$ cat src/rtl/core/sosc_pkg.sv
package sosc_pkg;

    localparam int CORDIC_STEPS = 24;
    // x, y in Q30 and z in 2^-32 turn all fit comfortably in 34 signed bits
    localparam int CW = 34;
    localparam int ANGLE_BITS = 32;
    localparam int AMP_BITS = 15;
    localparam int INC_BITS = 32;
    localparam int CFG_DATA_BITS = 32;
    localparam int CFG_INDEX_BITS = 2;

    localparam logic signed [CW-1:0] CORDIC_X0 = 34'sd652032874;

    localparam logic [CFG_INDEX_BITS-1:0] REG_PHASE_INCREMENT = 2'd0;
    localparam logic [CFG_INDEX_BITS-1:0] REG_AMPLITUDE = 2'd1;

    localparam logic [INC_BITS-1:0] PHASE_INCREMENT_RESET = 32'd42852281;
    localparam logic [AMP_BITS-1:0] AMPLITUDE_RESET = 15'd16384;

    typedef logic [ANGLE_BITS-1:0] angle_t;

    // atan(2^-i) in units of 2^-32 turn, rounded to nearest
    localparam angle_t ANGLE_TABLE [CORDIC_STEPS] = '{
        32'd536870912, 32'd316933405, 32'd167458907, 32'd85004756,
        32'd42667331, 32'd21354465, 32'd10680094, 32'd5340245,
        32'd2670163, 32'd1335087, 32'd667544, 32'd333772,
        32'd166886, 32'd83443, 32'd41722, 32'd20861,
        32'd10430, 32'd5215, 32'd2608, 32'd1304,
        32'd652, 32'd326, 32'd163, 32'd81
    };

    typedef struct packed {
        logic signed [CW-1:0] x;
        logic signed [CW-1:0] y;
        logic signed [CW-1:0] z;
        logic                 flip;
        logic                 last;
    } cordic_word_t;

endpackage

$ cat src/rtl/core/sosc_scaler.sv
module sosc_scaler #(
    parameter int SAMPLE_BITS = 16
) (
    input  logic                          clk,
    input  logic                          rst_n,
    input  logic                          adv,
    input  logic                          in_valid,
    input  sosc_pkg::cordic_word_t        in_word,
    input  logic [sosc_pkg::AMP_BITS-1:0] amplitude,
    output logic                          out_valid,
    output logic signed [SAMPLE_BITS-1:0] sample,
    output logic                          last
);

    localparam int PW = sosc_pkg::CW + sosc_pkg::AMP_BITS + 1;
    localparam int SH = 46 - SAMPLE_BITS;
    localparam logic signed [PW-1:0] ROUND_HALF = PW'(64'd1 << (SH - 1));
    localparam logic signed [PW-1:0] SAT_HI = PW'((64'sd1 <<< (SAMPLE_BITS - 1)) - 64'sd1);
    localparam logic signed [PW-1:0] SAT_LO = PW'(-(64'sd1 <<< (SAMPLE_BITS - 1)));

    logic                            sine_valid_reg;
    logic signed [sosc_pkg::CW-1:0]  sine_reg;
    logic                            sine_last_reg;
    logic                            prod_valid_reg;
    logic signed [PW-1:0]            prod_reg;
    logic signed [PW-1:0]            prod_next;
    logic                            prod_last_reg;
    logic signed [PW-1:0]            rounded;
    logic signed [sosc_pkg::AMP_BITS:0] amp_s;

    assign amp_s = $signed({1'b0, amplitude});
    assign prod_next = sine_reg * amp_s;

    always_ff @(posedge clk or negedge rst_n)
    begin
        if (!rst_n)
        begin
            sine_valid_reg <= 1'b0;
            prod_valid_reg <= 1'b0;
        end
        else if (adv)
        begin
            sine_valid_reg <= in_valid;
            prod_valid_reg <= sine_valid_reg;
        end
    end

    always_ff @(posedge clk)
    begin
        if (adv)
        begin
            // undo the half-turn fold
            sine_reg <= in_word.flip ? -in_word.y : in_word.y;
            sine_last_reg <= in_word.last;
            prod_reg <= prod_next;
            prod_last_reg <= sine_last_reg;
        end
    end

    assign rounded = (prod_reg + ROUND_HALF) >>> SH;

    always_comb
    begin
        if (rounded > SAT_HI)
        begin
            sample = SAT_HI[SAMPLE_BITS-1:0];
        end
        else if (rounded < SAT_LO)
        begin
            sample = SAT_LO[SAMPLE_BITS-1:0];
        end
        else
        begin
            sample = rounded[SAMPLE_BITS-1:0];
        end
    end

    assign out_valid = prod_valid_reg;
    assign last = prod_last_reg;

endmodule

$ cat config.mk
export PLATFORM = sky130hd
export DESIGN_NAME = sosc_scaler
export DESIGN_NICKNAME = d
export VERILOG_FILES = /design/src/rtl/core/sosc_pkg.sv /design/src/rtl/core/sosc_scaler.sv
export SDC_FILE = /design/constraint.sdc
export NUM_CORES = 1
export LEC_CHECK = 0
export ABC_AREA = 1
export BUFFER_PORTS_ARGS = -buffer_cell sky130_fd_sc_hd__buf_4
export CAP_MARGIN = 5
export CORE_ASPECT_RATIO = 0.8
export CORE_MARGIN = 2
export CORE_UTILIZATION = 55
export CTS_BUF_LIST = sky130_fd_sc_hd__clkbuf_4 sky130_fd_sc_hd__clkbuf_8
export DETAILED_ROUTE_END_ITERATION = 12
export PLACE_DENSITY = 0.78
export SKIP_LAST_GASP = 1
export SLEW_MARGIN = 10
export SYNTH_ARGS = -nofsm -noshare
export SYNTH_HDL_FRONTEND = slang
export SYNTH_SLANG_ARGS = --single-unit
$ cat constraint.sdc
create_clock -name clk -period 5.6 [get_ports clk]
set_clock_uncertainty 0.2 [all_clocks]
set_input_delay 1.12 -clock clk [delete_from_list [all_inputs] [get_ports clk]]
set_output_delay 1.12 -clock clk [all_outputs]
set_load 0.005 [all_outputs]
-- After elaboration in Yosys (flattened, before gate mapping)
Index checks and enable logic that the tools add are counted.
- bits in registers: 88
- output and inout bits: 18
- $mul: 1
- muxes and demuxes: 3
- $add $sub $neg: 2
- order comparisons: 2
- operators by type and width (kind ; count):
    adder 50 x 31 -> 50 bit (second input constant) ; 1
    multiplier 34 x 16 -> 50 bit ; 1
    2-to-1 mux 34 bit ; 1
    negator 34 bit ; 1
    2-to-1 mux 16 bit ; 2
    greater-than comparator 20 x 16 -> 1 bit (second input constant) ; 1
    less-than comparator 20 x 16 -> 1 bit (second input constant) ; 1

-- Logic depth before layout (Yosys ltp)
- word-level depth: 4
- mapped depth: 31
- mapped depth without buffers: 29

-- Worst setup path after synthesis
No wires, ideal clock.
- kind: input -> register
- start: input port amplitude[5] in the netlist's numbering
- end: register prod_reg[49], data pin
- setup slack: -0.998 ns
- buffers on the path: 2
- stages: 22
- library setup time: 0.252 ns
- data arrival time: 6.146 ns
- cell sequence: clkbuf_1 clkbuf_1 nand2_1 fa_1 inv_1 fa_1 inv_1 fa_1 inv_1 fa_1 inv_1 fa_1 inv_1 fa_1 ha_1 nand2_1 inv_1 nand3_1 nor3_1 nand3_1 nand3_1 nand2_1
- cells in the longest elaborated chain, start to end: 1
- ends and longest elaborated chain (item ; RTL line ; text):
    start, declared ; sosc_scaler.sv:9 ; input logic [sosc_pkg::AMP_BITS-1:0] amplitude,
    multiplier 34 x 16 -> 50 bit ; sosc_scaler.sv:32 ; assign prod_next = sine_reg * amp_s;
    named net prod_next[49] ; sosc_scaler.sv:26 ; logic signed [PW-1:0] prod_next;
    end signal, assigned ; sosc_scaler.sv:55 ; prod_reg <= prod_next;
    end, declared ; sosc_scaler.sv:25 ; logic signed [PW-1:0] prod_reg;
The timed path passes the listed nets, and every way through them passes these cells.
A chain may end at the register's enable or synchronous reset.

-- Worst setup path in the final report
- start: input port amplitude[13] in the netlist's numbering
- end: register prod_reg[44], data pin
Same word-level chain as after synthesis.

==> results.json <==
{
  "cpMostUsedCell": "fa_1",
  "die_y_um": 183,
  "ys_async_sr_fraction_pct": 3.39,
  "io_pins": 141,
  "wirelength_um": 69400,
  "synth_edf_count": 57,
  "fill_cells": 2784,
  "finalWorstSetupSlack_ns": -0.613,
  "timing.hold.ws_ns": 0.227,
  "setup-violations-final": 21,
  "drcViolationCount": 0,
  "multi_input_area_um2": 18800,
  "worstHoldStart": "sine_last_reg",
  "synthDistinctLibCells": 37,
  "wire_per_inst_um": 18.6,
  "whs_endpoint": "last",
  "drt-initial-drc-count": 1939,
  "grtUsageTotal_pct": 32.9,
  "core_area_um2": 39500,
  "hold_viol_final": 0,
  "insertion_delay_ns": 0.40,
  "cp_data_arrival_time_ns": 6.15,
  "violations": "negative setup slack",
  "largest_reg_flops": 34,
  "synth.yosys.seq_area_share_pct": 7.98,
  "worstSetupPathType": "input port to flop",
  "worstMarginPinSlew_ns": 0.850,
  "synth_area_leaders": "fa_1 (43%), nand2_1 (15%), inv_1 (15%)",
  "ys_warn_count": 0,
  "slowest_stage": "fa_1",
  "synth_fp_nets": 3641,
  "clockRootBuffer": "clkbuf_8",
  "grt_max_degree": 62,
  "routabilityCongestion": 0.959,
  "cpPeakStageDelay_ns": 0.56,
  "synthToLayoutAreaGrowth_pct": 28.3,
  "placed_area_um2": 25600,
  "grt_pass1_wl_um": 108000,
  "cts_tree": "built",
  "r2r_start": "sine_reg[33]",
  "synth_cells": 2922,
  "min_path_type": "flop to flop",
  "regArea_um2": 1760,
  "route.antenna.remaining_nets": 0,
  "cts_hold_buffers": 0,
  "status": "finished, violations left",
  "initial_core_util_pct": 55.9,
  "layout-drive-gt1-share_pct": 25.9,
  "critPathLaunch": "amplitude[13]",
  "cts_made_buffers": 9,
  "worstPathRequired_ns": 5.54,
  "synth_flop_cell": "edfxtp_1",
  "num_rows": 65,
  "syn_area_um2": 22100,
  "via_count": 20100,
  "drv_slew": 0,
  "crit_chain": "buf_4 -> buf_4 -> nand2_1 -> inv_1 -> ha_1 -> fa_1 -> fa_1 -> fa_1 -> fa_1 -> inv_1 -> fa_1 -> inv_2 -> ha_4 -> nand2_4 -> nor2_4 -> inv_2 -> nor2_4 -> nand3_2 -> nor3_2 -> nand2_2 -> nand4_1 -> nand2_1",
  "fin_nets": 3911,
  "syn_area_per_cell_um2": 7.56,
  "first_pass_iters": 8,
  "fin_area_um2": 28300,
  "grt_pass1_vias": 20900,
  "setup.worst_path.start_class": "input port",
  "h-tree-depth": 3,
  "regToRegSetupSlack_ns": -0.45,
  "r2r-end": "prod_reg[44]",
  "cp_top_family": "adder cells",
  "place_hpwl_um": 51600,
  "viasPerCell": 5.38,
  "rsz0062_at_grt": "yes",
  "maxSlewHeadroom_pct": 43.4,
  "die-area_um2": 41800,
  "synth_top_area_share_pct": 43.4,
  "synth_top_area_cell": "fa_1",
  "antenna_found_initial": 2,
  "finalCriticalPeriod_ns": 6.21,
  "reg2reg_depth": 22,
  "path_clk_slew_ns": 0.07,
  "critPathCaptureType": "flop",
  "path_buf_inv": 6,
  "synth_seq_cells": 59,
  "max_freq_ghz": 0.161,
  "io_buffers": 72,
  "whs_path_depth": 0,
  "fp.dieW_um": 228,
  "grt-ovfl-total": 0,
  "path_max_fanout": 22,
  "cts_num_sinks": 59,
  "period_share_pct": 111,
  "clockBufferDepth": 2,
  "maxCapViolations": 0
}
[stage by stage]
step           utilization, %  worst slack (ns)  setup TNS, ns  cells
2_1_floorplan               -            -0.580         -10.71   2922
6_report                 71.7            -0.613         -10.11   3733
3_5_place_dp             64.8             -1.26         -23.21   3665
5_1_grt                  71.7            -0.699         -12.77   3732
3_3_place_gp             64.8             -1.19         -21.58   3665
4_1_cts                  69.4            -0.444          -8.03   3711
[worst register-to-register path: cells and delay by family, from the launching register on]
family,cells,cell delay (ns)
AND/OR/NAND/NOR,9,1.00
adder cells (fa/ha/maj),7,3.52
flip-flops,1,0.50
buffers and inverters,6,0.60
[cell usage in the layout (no fill, tap or decap), drive strengths merged]
master  instances
inv           858
o31ai           1
nand4          28
o21bai         11
buf           352
bufbuf          2
nor4            3
o21ai          46
diode           1
a21boi          3
edfxtp         57
nor3           19
bufinv          4
clkbuf         14
or2             2
or3             1
nand3          67
and3            1
fa            479
xnor2          18
nor3b           1
xor2           32
dfrtp           2
a21o            3
ha            117
nand2         862
o211ai          4
a21oi          55
clkinv          2
nand3b          2
nor2          147
o21a            3
[logic make-up (layout without fill, tap and decap cells)]
kind of cell,count (synthesis),count (layout),share of synthesized area [%]
other cells,0,1,0
xor+xnor,50,50,2.05
simple gates,1133,1133,20.3
compound gates,126,126,3.21
buf+inv,958,1232,16.4
fa+ha+maj,596,596,50.1
flops,59,59,7.98
[metal layers]
metal	track usage (%)	vias up	part of all wire, %
met5	0	-	0
met4	13.7	0	5.2
met3	6.67	300	10
met2	54.8	1091	47
met1	42.2	9826	37
li1	-	8862	-
[Yosys cell counts, types with 2 or more instances]
cell	number
o21bai_1	10
xor2_1	32
dfrtp_1	2
edfxtp_1	57
o21ai_0	45
a21boi_0	3
or2_2	2
nor2_1	143
clkbuf_1	98
xnor2_2	2
nand2_1	858
ha_1	117
a21oi_1	54
o21a_1	3
nor2_2	3
xnor2_1	16
nand3b_1	2
inv_1	855
buf_6	2
nand4_1	28
nand3_1	67
nor4_1	3
nor3_1	18
nand2_2	4
a21o_1	3
fa_1	479
o211ai_1	4
inv_2	3
[what timing repair did]
item                                    CTS  global route
buffers inserted                         25            17
gates cloned                              7             5
gates resized for setup                 305           212
pin swaps                               178           144
endpoints found under the setup margin   21            21
[layout make-up]
cell class                 instances  share of cell area, %
timing repair buffer             359                   12.6
sequential                        59                   6.22
tap                              536                   2.37
multi-input combinational       1905                   66.5
antenna                            1                0.00883
clock inverter                     6                  0.455
inverter                         858                   11.4
clock buffer                       9                  0.437
[worst max-delay path by stage]
stage / endpoint / slack, ns / cells past startpoint
after floorplan: prod_reg[48] / -0.58 / 22
after global placement: prod_reg[43] / -1.19 / 19
after detailed placement: prod_reg[44] / -1.26 / 22
after CTS: prod_reg[43] / -0.44 / 22
after global routing: prod_reg[44] / -0.70 / 22
final: prod_reg[44] / -0.61 / 22
Power is not shown: default switching activity piles up to over one toggle a cycle in this logic, so the estimate is an artifact.
