## src/rtl/core/sosc_pkg.sv

```systemverilog
package sosc_pkg;

    localparam int CORDIC_STEPS = 24;
    // x, y in Q30 and z in 2^-32 turn all fit comfortably in 34 signed bits
    localparam int CW = 34;
    localparam int ANGLE_BITS = 32;
    localparam int AMP_BITS = 15;
    localparam int INC_BITS = 32;
    localparam int CFG_DATA_BITS = 32;
    localparam int CFG_INDEX_BITS = 2;

    localparam logic signed [CW-1:0] CORDIC_X0 = 34'sd652032874;

    localparam logic [CFG_INDEX_BITS-1:0] REG_PHASE_INCREMENT = 2'd0;
    localparam logic [CFG_INDEX_BITS-1:0] REG_AMPLITUDE = 2'd1;

    localparam logic [INC_BITS-1:0] PHASE_INCREMENT_RESET = 32'd42852281;
    localparam logic [AMP_BITS-1:0] AMPLITUDE_RESET = 15'd16384;

    typedef logic [ANGLE_BITS-1:0] angle_t;

    // atan(2^-i) in units of 2^-32 turn, rounded to nearest
    localparam angle_t ANGLE_TABLE [CORDIC_STEPS] = '{
        32'd536870912, 32'd316933405, 32'd167458907, 32'd85004756,
        32'd42667331, 32'd21354465, 32'd10680094, 32'd5340245,
        32'd2670163, 32'd1335087, 32'd667544, 32'd333772,
        32'd166886, 32'd83443, 32'd41722, 32'd20861,
        32'd10430, 32'd5215, 32'd2608, 32'd1304,
        32'd652, 32'd326, 32'd163, 32'd81
    };

    typedef struct packed {
        logic signed [CW-1:0] x;
        logic signed [CW-1:0] y;
        logic signed [CW-1:0] z;
        logic                 flip;
        logic                 last;
    } cordic_word_t;

endpackage

```

## src/rtl/core/sosc_cordic_cell.sv

```systemverilog
module sosc_cordic_cell #(
    parameter int STEP = 0
) (
    input  logic                  clk,
    input  logic                  rst_n,
    input  logic                  adv,
    input  logic                  in_valid,
    input  sosc_pkg::cordic_word_t in_word,
    output logic                  out_valid,
    output sosc_pkg::cordic_word_t out_word
);

    localparam logic signed [sosc_pkg::CW-1:0] ANGLE =
        $signed(sosc_pkg::CW'(sosc_pkg::ANGLE_TABLE[STEP]));

    logic                   valid_reg;
    sosc_pkg::cordic_word_t word_reg;
    sosc_pkg::cordic_word_t word_next;
    logic signed [sosc_pkg::CW-1:0] dx;
    logic signed [sosc_pkg::CW-1:0] dy;

    assign dx = in_word.y >>> STEP;
    assign dy = in_word.x >>> STEP;

    always_comb
    begin
        word_next = in_word;
        if (!in_word.z[sosc_pkg::CW-1])
        begin
            word_next.x = in_word.x - dx;
            word_next.y = in_word.y + dy;
            word_next.z = in_word.z - ANGLE;
        end
        else
        begin
            word_next.x = in_word.x + dx;
            word_next.y = in_word.y - dy;
            word_next.z = in_word.z + ANGLE;
        end
    end

    always_ff @(posedge clk or negedge rst_n)
    begin
        if (!rst_n)
        begin
            valid_reg <= 1'b0;
        end
        else if (adv)
        begin
            valid_reg <= in_valid;
        end
    end

    always_ff @(posedge clk)
    begin
        if (adv)
        begin
            word_reg <= word_next;
        end
    end

    assign out_valid = valid_reg;
    assign out_word = word_reg;

endmodule

```

## config.mk

```make
export PLATFORM = sky130hd
export DESIGN_NAME = sosc_cordic_cell
export DESIGN_NICKNAME = d
export VERILOG_FILES = /design/src/rtl/core/sosc_pkg.sv /design/src/rtl/core/sosc_cordic_cell.sv
export SDC_FILE = /design/constraint.sdc
export NUM_CORES = 1
export LEC_CHECK = 0
export BUFFER_PORTS_ARGS = -buffer_cell sky130_fd_sc_hd__buf_2
export CORE_ASPECT_RATIO = 0.5
export CORE_MARGIN = 1.5
export CORE_UTILIZATION = 56
export DETAILED_ROUTE_END_ITERATION = 7
export HOLD_SLACK_MARGIN = 0.12
export PLACE_DENSITY = 0.86
export RECOVER_POWER = 50
export SYNTH_ARGS = -nofsm -noshare
export SYNTH_HDL_FRONTEND = slang
export SYNTH_SLANG_ARGS = --single-unit
```

## constraint.sdc

```tcl
create_clock -name clk -period 0.93 [get_ports clk]
set_input_delay 0.1395 -clock clk [delete_from_list [all_inputs] [get_ports clk]]
set_output_delay 0.1395 -clock clk [all_outputs]
set_load 0.02 [all_outputs]
```

==> qor.csv, run 1 <==
metric;value;unit
H-tree Lvls;3;
syn avg cell area;9.01;um^2
initial core utilization;58.2;%
die width;183;um
Post-Syn Instances;1012;
#FFs+latches synth;104;
xor and xnor area share after synthesis;6.53;%
Top-Level Pins;213;
CTS root buf;clkbuf_16;
count leader, synth;a21oi_1;
clock buffer depth;2;
I/O Buffers;212;
Synth Warn #;0;
Mapped Area;0.00912;mm^2
Post-synth top flop;edfxtp_1;
post-CTS setup buffers;58;
Placer Congestion;1.08;
die span in y;93.2;um
cts bufs inserted;9;
pre-CTS setup slack;-1970;ps
main combinational cell family by area after synthesis;compound AO/OA/AOI/OAI gates;
EDFF count, synth;103;
cts repair resizes;376;
adder-cell share of the synthesized area;14.9;%
Syn Nets;1226;
top cells by area, synth;edfxtp_1 34%, ha_1 14%, a21oi_1 6.1%;
Error;[ERROR DPL-0038] Utilization greater than 100%, impossible to legalize;
CTS sink count;104;
Post-synth ARST share;0.962;%
Halt Stage;4_1_cts;
Synth top area share;33.9;%
biggest area consumer among synthesized cells;edfxtp_1;
Hold Buf Count CTS;34;
top cells by instance count after synthesis;112 x a21oi_1, 103 x edfxtp_1, 102 x ha_1;
status;aborted with a tool error;
Compound-Gate Fraction of Synth Area;23.2;%
Simple-Gate Fraction of Synth Area;12.6;%
mux cell area share after synthesis;1.99;%
HPWL after DPL;28.3;mm
Seq/Total Area, Yosys;34.2;%
# rows;32;
synth unique cells;75;
==> kinds of logic after synthesis <==
logic type	count (synthesis)
xor gates and xnor gates	68
adders and majority gates	106
buffers and inverters	153
DFF	104
and+or+nand+nor	234
AOI/OAI and AO/OA	329
muxes	18
==> per-stage QoR <==
step           instance area (um^2)  hold WS (ps)  setup TNS, ps  instances  utilization [%]
2_1_floorplan                  9960          -156         -66630       1012                -
3_3_place_gp                  13500         -85.5         -99190       1735             86.2
3_5_place_dp                  13500         -73.5        -102720       1735             86.2
==> run 2, diff against run 1 <==
CORE_ASPECT_RATIO = unset   (was 0.5)
CORE_UTILIZATION = 40   (was 56)
HOLD_SLACK_MARGIN = unset   (was 0.12)
PLACE_DENSITY = unset   (was 0.86)
PLACE_DENSITY_LB_ADDON = 0.15   (was unset)
==> qor.csv, run 2 <==
metric;value;unit
largest net degree at the start of global routing;46;
Post-Syn Instances;1012;
combinational power share;50.8;%
clock buffer depth;2;
worst-skew pair later-pin latency;370;ps
pwr dens;1280;mW/mm^2
worst path required time;1040;ps
clock network power share;18.7;%
# rows;55;
Post-synth top flop;edfxtp_1;
most used cell along the critical path;o211ai_1;
sequential share of power;30.6;%
Max Slew Vio Count;0;
CP max-delay cell;ha_4;
unrepaired setup endpoints after global routing;yes;
H-tree Lvls;3;
failing checks;negative setup slack;
Buf/Inv on CP;1;
Final Hold Fails;0;
Placement Cell Area;0.0133;mm^2
syn avg cell area;9.01;um^2
worst-path cell chain;buf_4 > ha_4 > nand4_1 > o211ai_1 > o211ai_1 > nor4_4 > nor2_1 > a221oi_2 > o21a_1 > o211ai_1 > xnor2_1;
Leak;7.08;nW
synth unique cells;75;
FMAX;0.422;GHz
CP Capture Type;flop;
Final #Nets;1787;
max incr delay on CP;300;ps
Rel. slew slack;60.7;%
die width;154;um
cts bufs inserted;9;
antenna-violating nets left;0;
vias in the first global route;9818;
EDFF count, synth;103;
Final setup viols;169;
most common cell after layout, fill and taps aside;buf_4;
initial antenna violation count;2;
number of flip-flops under the largest register name;103;
die area;0.0237;mm^2
DR pass1 iterations;4;
Max Cap Viol;0;
#FFs+latches synth;104;
worst-path maximum fanout;5;
HPWL after DPL;24.7;mm
status;finished, violations left;
CORE AREA;0.0225;mm^2
VDD IR max;797;uV
CP Launch Type;primary input;
fin util;71.8;%
Mapped Area;0.00912;mm^2
critical path's top delay family;compound AO/OA/AOI/OAI gates;
Seq/Total Area, Yosys;34.2;%
Syn Nets;1226;
FF-to-FF End;out_valid;
skew final;0;ps
clk slew on worst S/H paths;80;ps
P_int;13.1;mW
critical setup path kind;primary input to flop;
Placed Cells;1759;
drt drc;0;
WL per Instance;17.9;um
Synth top area share;33.9;%
CTS root buf;clkbuf_16;
most frequent cells in the layout;306 x buf_4, 126 x buf_2, 112 x buf_6;
final instance area;0.0162;mm^2
minimum clock period;2370;ps
fraction of layout instances using a drive strength above 1;53.2;%
final period utilization;255;%
global-route wire length before repair;50.7;mm
top cells by instance count after synthesis;112 x a21oi_1, 103 x edfxtp_1, 102 x ha_1;
fin worst setup slack;-1440;ps
initial core utilization;40.5;%
CTS sink count;104;
WP depth;11;
Finished Layout Cells;1864;
area added between synthesis and finish;77.3;%
count leader, synth;a21oi_1;
Post-Route WL;33.4;mm
Top-Level Pins;213;
vias per cell;5.28;
Slew @ Worst Pin;590;ps
worst hold path type;primary input to async pin;
P_sw;7.57;mW
FF-to-FF Start;out_valid;
drt first-iter violations;467;
switching share of power;36.7;%
die span in y;154;um
grt total ovfl;0;
total global routing track utilization;27.2;%
Synth Warn #;0;
FF-to-FF setup slack;160;ps
biggest area consumer among synthesized cells;edfxtp_1;
Post-synth ARST share;0.962;%
WHS;88.5;ps
Placer Congestion;0.973;
CP arrival;2480;ps
CTS tree;built;
total via count in the routed design;9849;
I/O Buffers;212;
top cells by area, synth;edfxtp_1 34%, ha_1 14%, a21oi_1 6.1%;
worst r2r path cells;1;
## run 2: cell counts after synthesis
No cell type changed its count.
## run 2: power groups by stage
stage	registers, mW	logic, mW	clock network, mW
floorplan	7.18	3.80	0
global placement	6.29	8.07	0
detailed placement	6.30	8.14	0
CTS	6.24	9.41	3.96
global route	6.36	11.1	4.13
finish	6.30	10.5	3.85
## run 2: cells by family (layout without fill, tap and decap cells)
family	Yosys count	after routing	share of synthesized area (%)
buf+inv	153	719	6.70
xor+xnor	68	68	6.53
flops	104	104	34.2
other cells	0	1	0
fa+ha+maj	106	106	14.9
simple gates	234	234	12.6
compound gates	329	329	23.2
mux	18	18	1.99
## run 2: worst max-delay path by stage
| stage | start | endpoint | slack [ps] |
|---|---|---|---|
| 4_1_cts | in_word[37] | out_word[103] | -1390 |
| 3_3_place_gp | in_word[39] | out_word[103] | -1970 |
| 5_1_grt | in_word[75] | out_word[67] | -1530 |
| 6_report | in_word[75] | out_word[67] | -1440 |
| 2_1_floorplan | in_word[36] | out_word[102] | -1520 |
| 3_5_place_dp | in_word[39] | out_word[103] | -1960 |
## run 2: metal layers
layer	vias to the layer above	track usage, %	share of wire [%]
met4	2	11.1	3.6
li1	4755	-	-
met5	-	0	0.039
met2	297	47.2	49
met1	4721	33.7	42
met3	74	4.37	4.8
## run 2: repair_timing
item	in CTS	in global routing
buffers inserted	33	29
endpoints found under the hold margin	33	0
endpoints found under the setup margin	175	171
cloned	0	2
hold buffers	33	0
gates resized for setup	242	206
pin swaps	85	92
## run 2: layout make-up
cell class                 instances  area, um^2
multi-input combinational        755        7040
fill                            1689        6330
timing repair buffer             598        4850
sequential                       104        3120
inverter                         105         507
tap                              285         357
clock buffer                       9         225
clock inverter                     7        67.6
antenna                            1        2.50
## run 2: through the flow
| step | total power, mW | worst slack [ps] | TNS, ps |
|---|---|---|---|
| 6_report | 20.6 | -1440 | -80190 |
| 5_1_grt | 21.6 | -1530 | -86310 |
| 4_1_cts | 19.6 | -1390 | -77770 |
| 3_5_place_dp | 14.4 | -1960 | -101620 |
| 3_3_place_gp | 14.4 | -1970 | -100540 |
| 2_1_floorplan | 11.0 | -1520 | -66630 |
Power figures use the tool's default switching activity.
==> run 3, diff against run 2 <==
--- a/config.mk
+++ b/config.mk
@@ -8,3 +8,2 @@
 export BUFFER_PORTS_ARGS = -buffer_cell sky130_fd_sc_hd__buf_2
-export CORE_MARGIN = 1.5
 export CORE_UTILIZATION = 40
==> constraint.sdc (replaced) <==
create_clock -name clk -period 0.93 [get_ports clk]
set_input_delay 0.279 -clock clk [delete_from_list [all_inputs] [get_ports clk]]
set_output_delay 0.279 -clock clk [all_outputs]
set_load 0.02 [all_outputs]
==> qor.csv, run 3 (synthesis results as in run 2) <==
metric;value;unit
vias per cell;5.41;
most frequent cells in the layout;341 x buf_4, 131 x buf_6, 113 x buf_2;
I/O Buffers;212;
CP arrival;2710;ps
minimum clock period;2600;ps
pre-CTS setup slack;-2230;ps
drt drc;0;
skew final;0;ps
Filler Cells Inserted;1575;
area added between synthesis and finish;79.9;%
Final setup viols;251;
clk slew on worst S/H paths;90;ps
# rows;54;
CTS tree;built;
Final Hold Fails;0;
antenna-violating nets left;0;
die width;153;um
grt total ovfl;0;
VDD IR max;878;uV
Inserted Diodes;0;
CORE AREA;0.0221;mm^2
fin worst setup slack;-1670;ps
HPWL after DPL;27.3;mm
worst-skew pair later-pin latency;360;ps
failing checks;negative setup slack;
Leak;7.23;nW
CP Launch Type;primary input;
vias in the first global route;10111;
Post-Route WL;36.4;mm
die span in y;153;um
CTS root buf;clkbuf_16;
Max Slew Vio Count;0;
CP Capture Type;flop;
largest net degree at the start of global routing;25;
most common cell after layout, fill and taps aside;buf_4;
critical setup path kind;primary input to flop;
global-route wire length before repair;53.9;mm
drt first-iter violations;619;
status;finished, violations left;
initial core utilization;41.3;%
clock buffer depth;2;
CTS sink count;104;
WHS;84.6;ps
Rel. slew slack;56.2;%
Slew @ Worst Pin;656;ps
setup_tns;-122710;ps
cts bufs inserted;9;
pwr dens;1290;mW/mm^2
DR pass1 iterations;5;
number of flip-flops under the largest register name;103;
H-tree Lvls;3;
die area;0.0234;mm^2
Placer Congestion;0.938;
Top-Level Pins;213;
FMAX;0.385;GHz
worst path required time;1040;ps
WL per Instance;19.4;um
Max Cap Viol;0;
initial antenna violation count;0;
total via count in the routed design;10165;
worst hold path type;primary input to flop;
fraction of layout instances using a drive strength above 1;55.2;%
total global routing track utilization;29.5;%
Final #Nets;1807;
final period utilization;280;%
worst-path maximum fanout;4;
unrepaired setup endpoints after global routing;yes;
run 3: stage by stage:
stage | cell area (um^2) | utilization, % | std cells | power [mW]
finish | 16400 | 74.2 | 1878 | 21.2
global route | 16400 | 74.2 | 1878 | 22.1
CTS | 15400 | 69.8 | 1860 | 20.2
detailed placement | 13700 | 62.2 | 1809 | 14.9
global placement | 13700 | 62.2 | 1809 | 14.8
floorplan | 9970 | - | 1012 | 11.0
run 3: final timing paths:
| kind | cells past startpoint | to | slack, ps | from |
|---|---|---|---|---|
| max | 12 | out_word[96] | -1670 | in_word[36] |
| min | 1 | out_word[6] | 80 | in_word[6] |
| max reg2reg | 1 | out_valid | 180 | out_valid |
| min reg2reg | 1 | out_valid | 530 | out_valid |
| max in group asynchronous | 2 | out_valid | 620 | rst_n |
| min in group asynchronous | 2 | out_valid | 220 | rst_n |
run 3: what timing repair did:
action / CTS / global route
resized for setup: 267 / 213
hold endpoints to repair: 1 / 0
setup endpoints to repair: 175 / 175
pin swaps: 113 / 114
setup buffers: 38 / 27
hold buffers: 1 / 0
run 3: worst max-delay path, cell delays in order:
cell       delay, ps
buf_12           110
ha_4             150
fa_2             350
nor3b_4          180
o31ai_4          280
a2111oi_4        140
o31a_1           320
o211ai_1         220
a21oi_1          110
nor2_2           260
mux2i_1          160
xnor2_1          150
run 3: layout make-up:
class | count | area, um^2 | area share (%)
Multi-Input combinational cell | 755 | 7040 | 42.9
Clock inverter | 7 | 90.1 | 0.549
Clock buffer | 9 | 225 | 1.37
Tap cell | 280 | 350 | 2.14
Inverter | 105 | 504 | 3.07
Timing Repair Buffer | 618 | 5070 | 30.9
Sequential cell | 104 | 3120 | 19.0
run 3: layer usage:
metal  routed length [um]  vias to the layer above  GRT usage [%]
met1                14700                     4923           35.6
met2                18600                      380           53.8
met4                 1080                        0           9.19
met5                    0                        -              0
met3                 2020                       68           4.05
li1                     -                     4794              -
run 3: power by group:
group	internal [mW]	switching (mW)
clock network	1.92	2.10
registers	6.04	0.336
logic	5.32	5.47
total	13.3	7.91
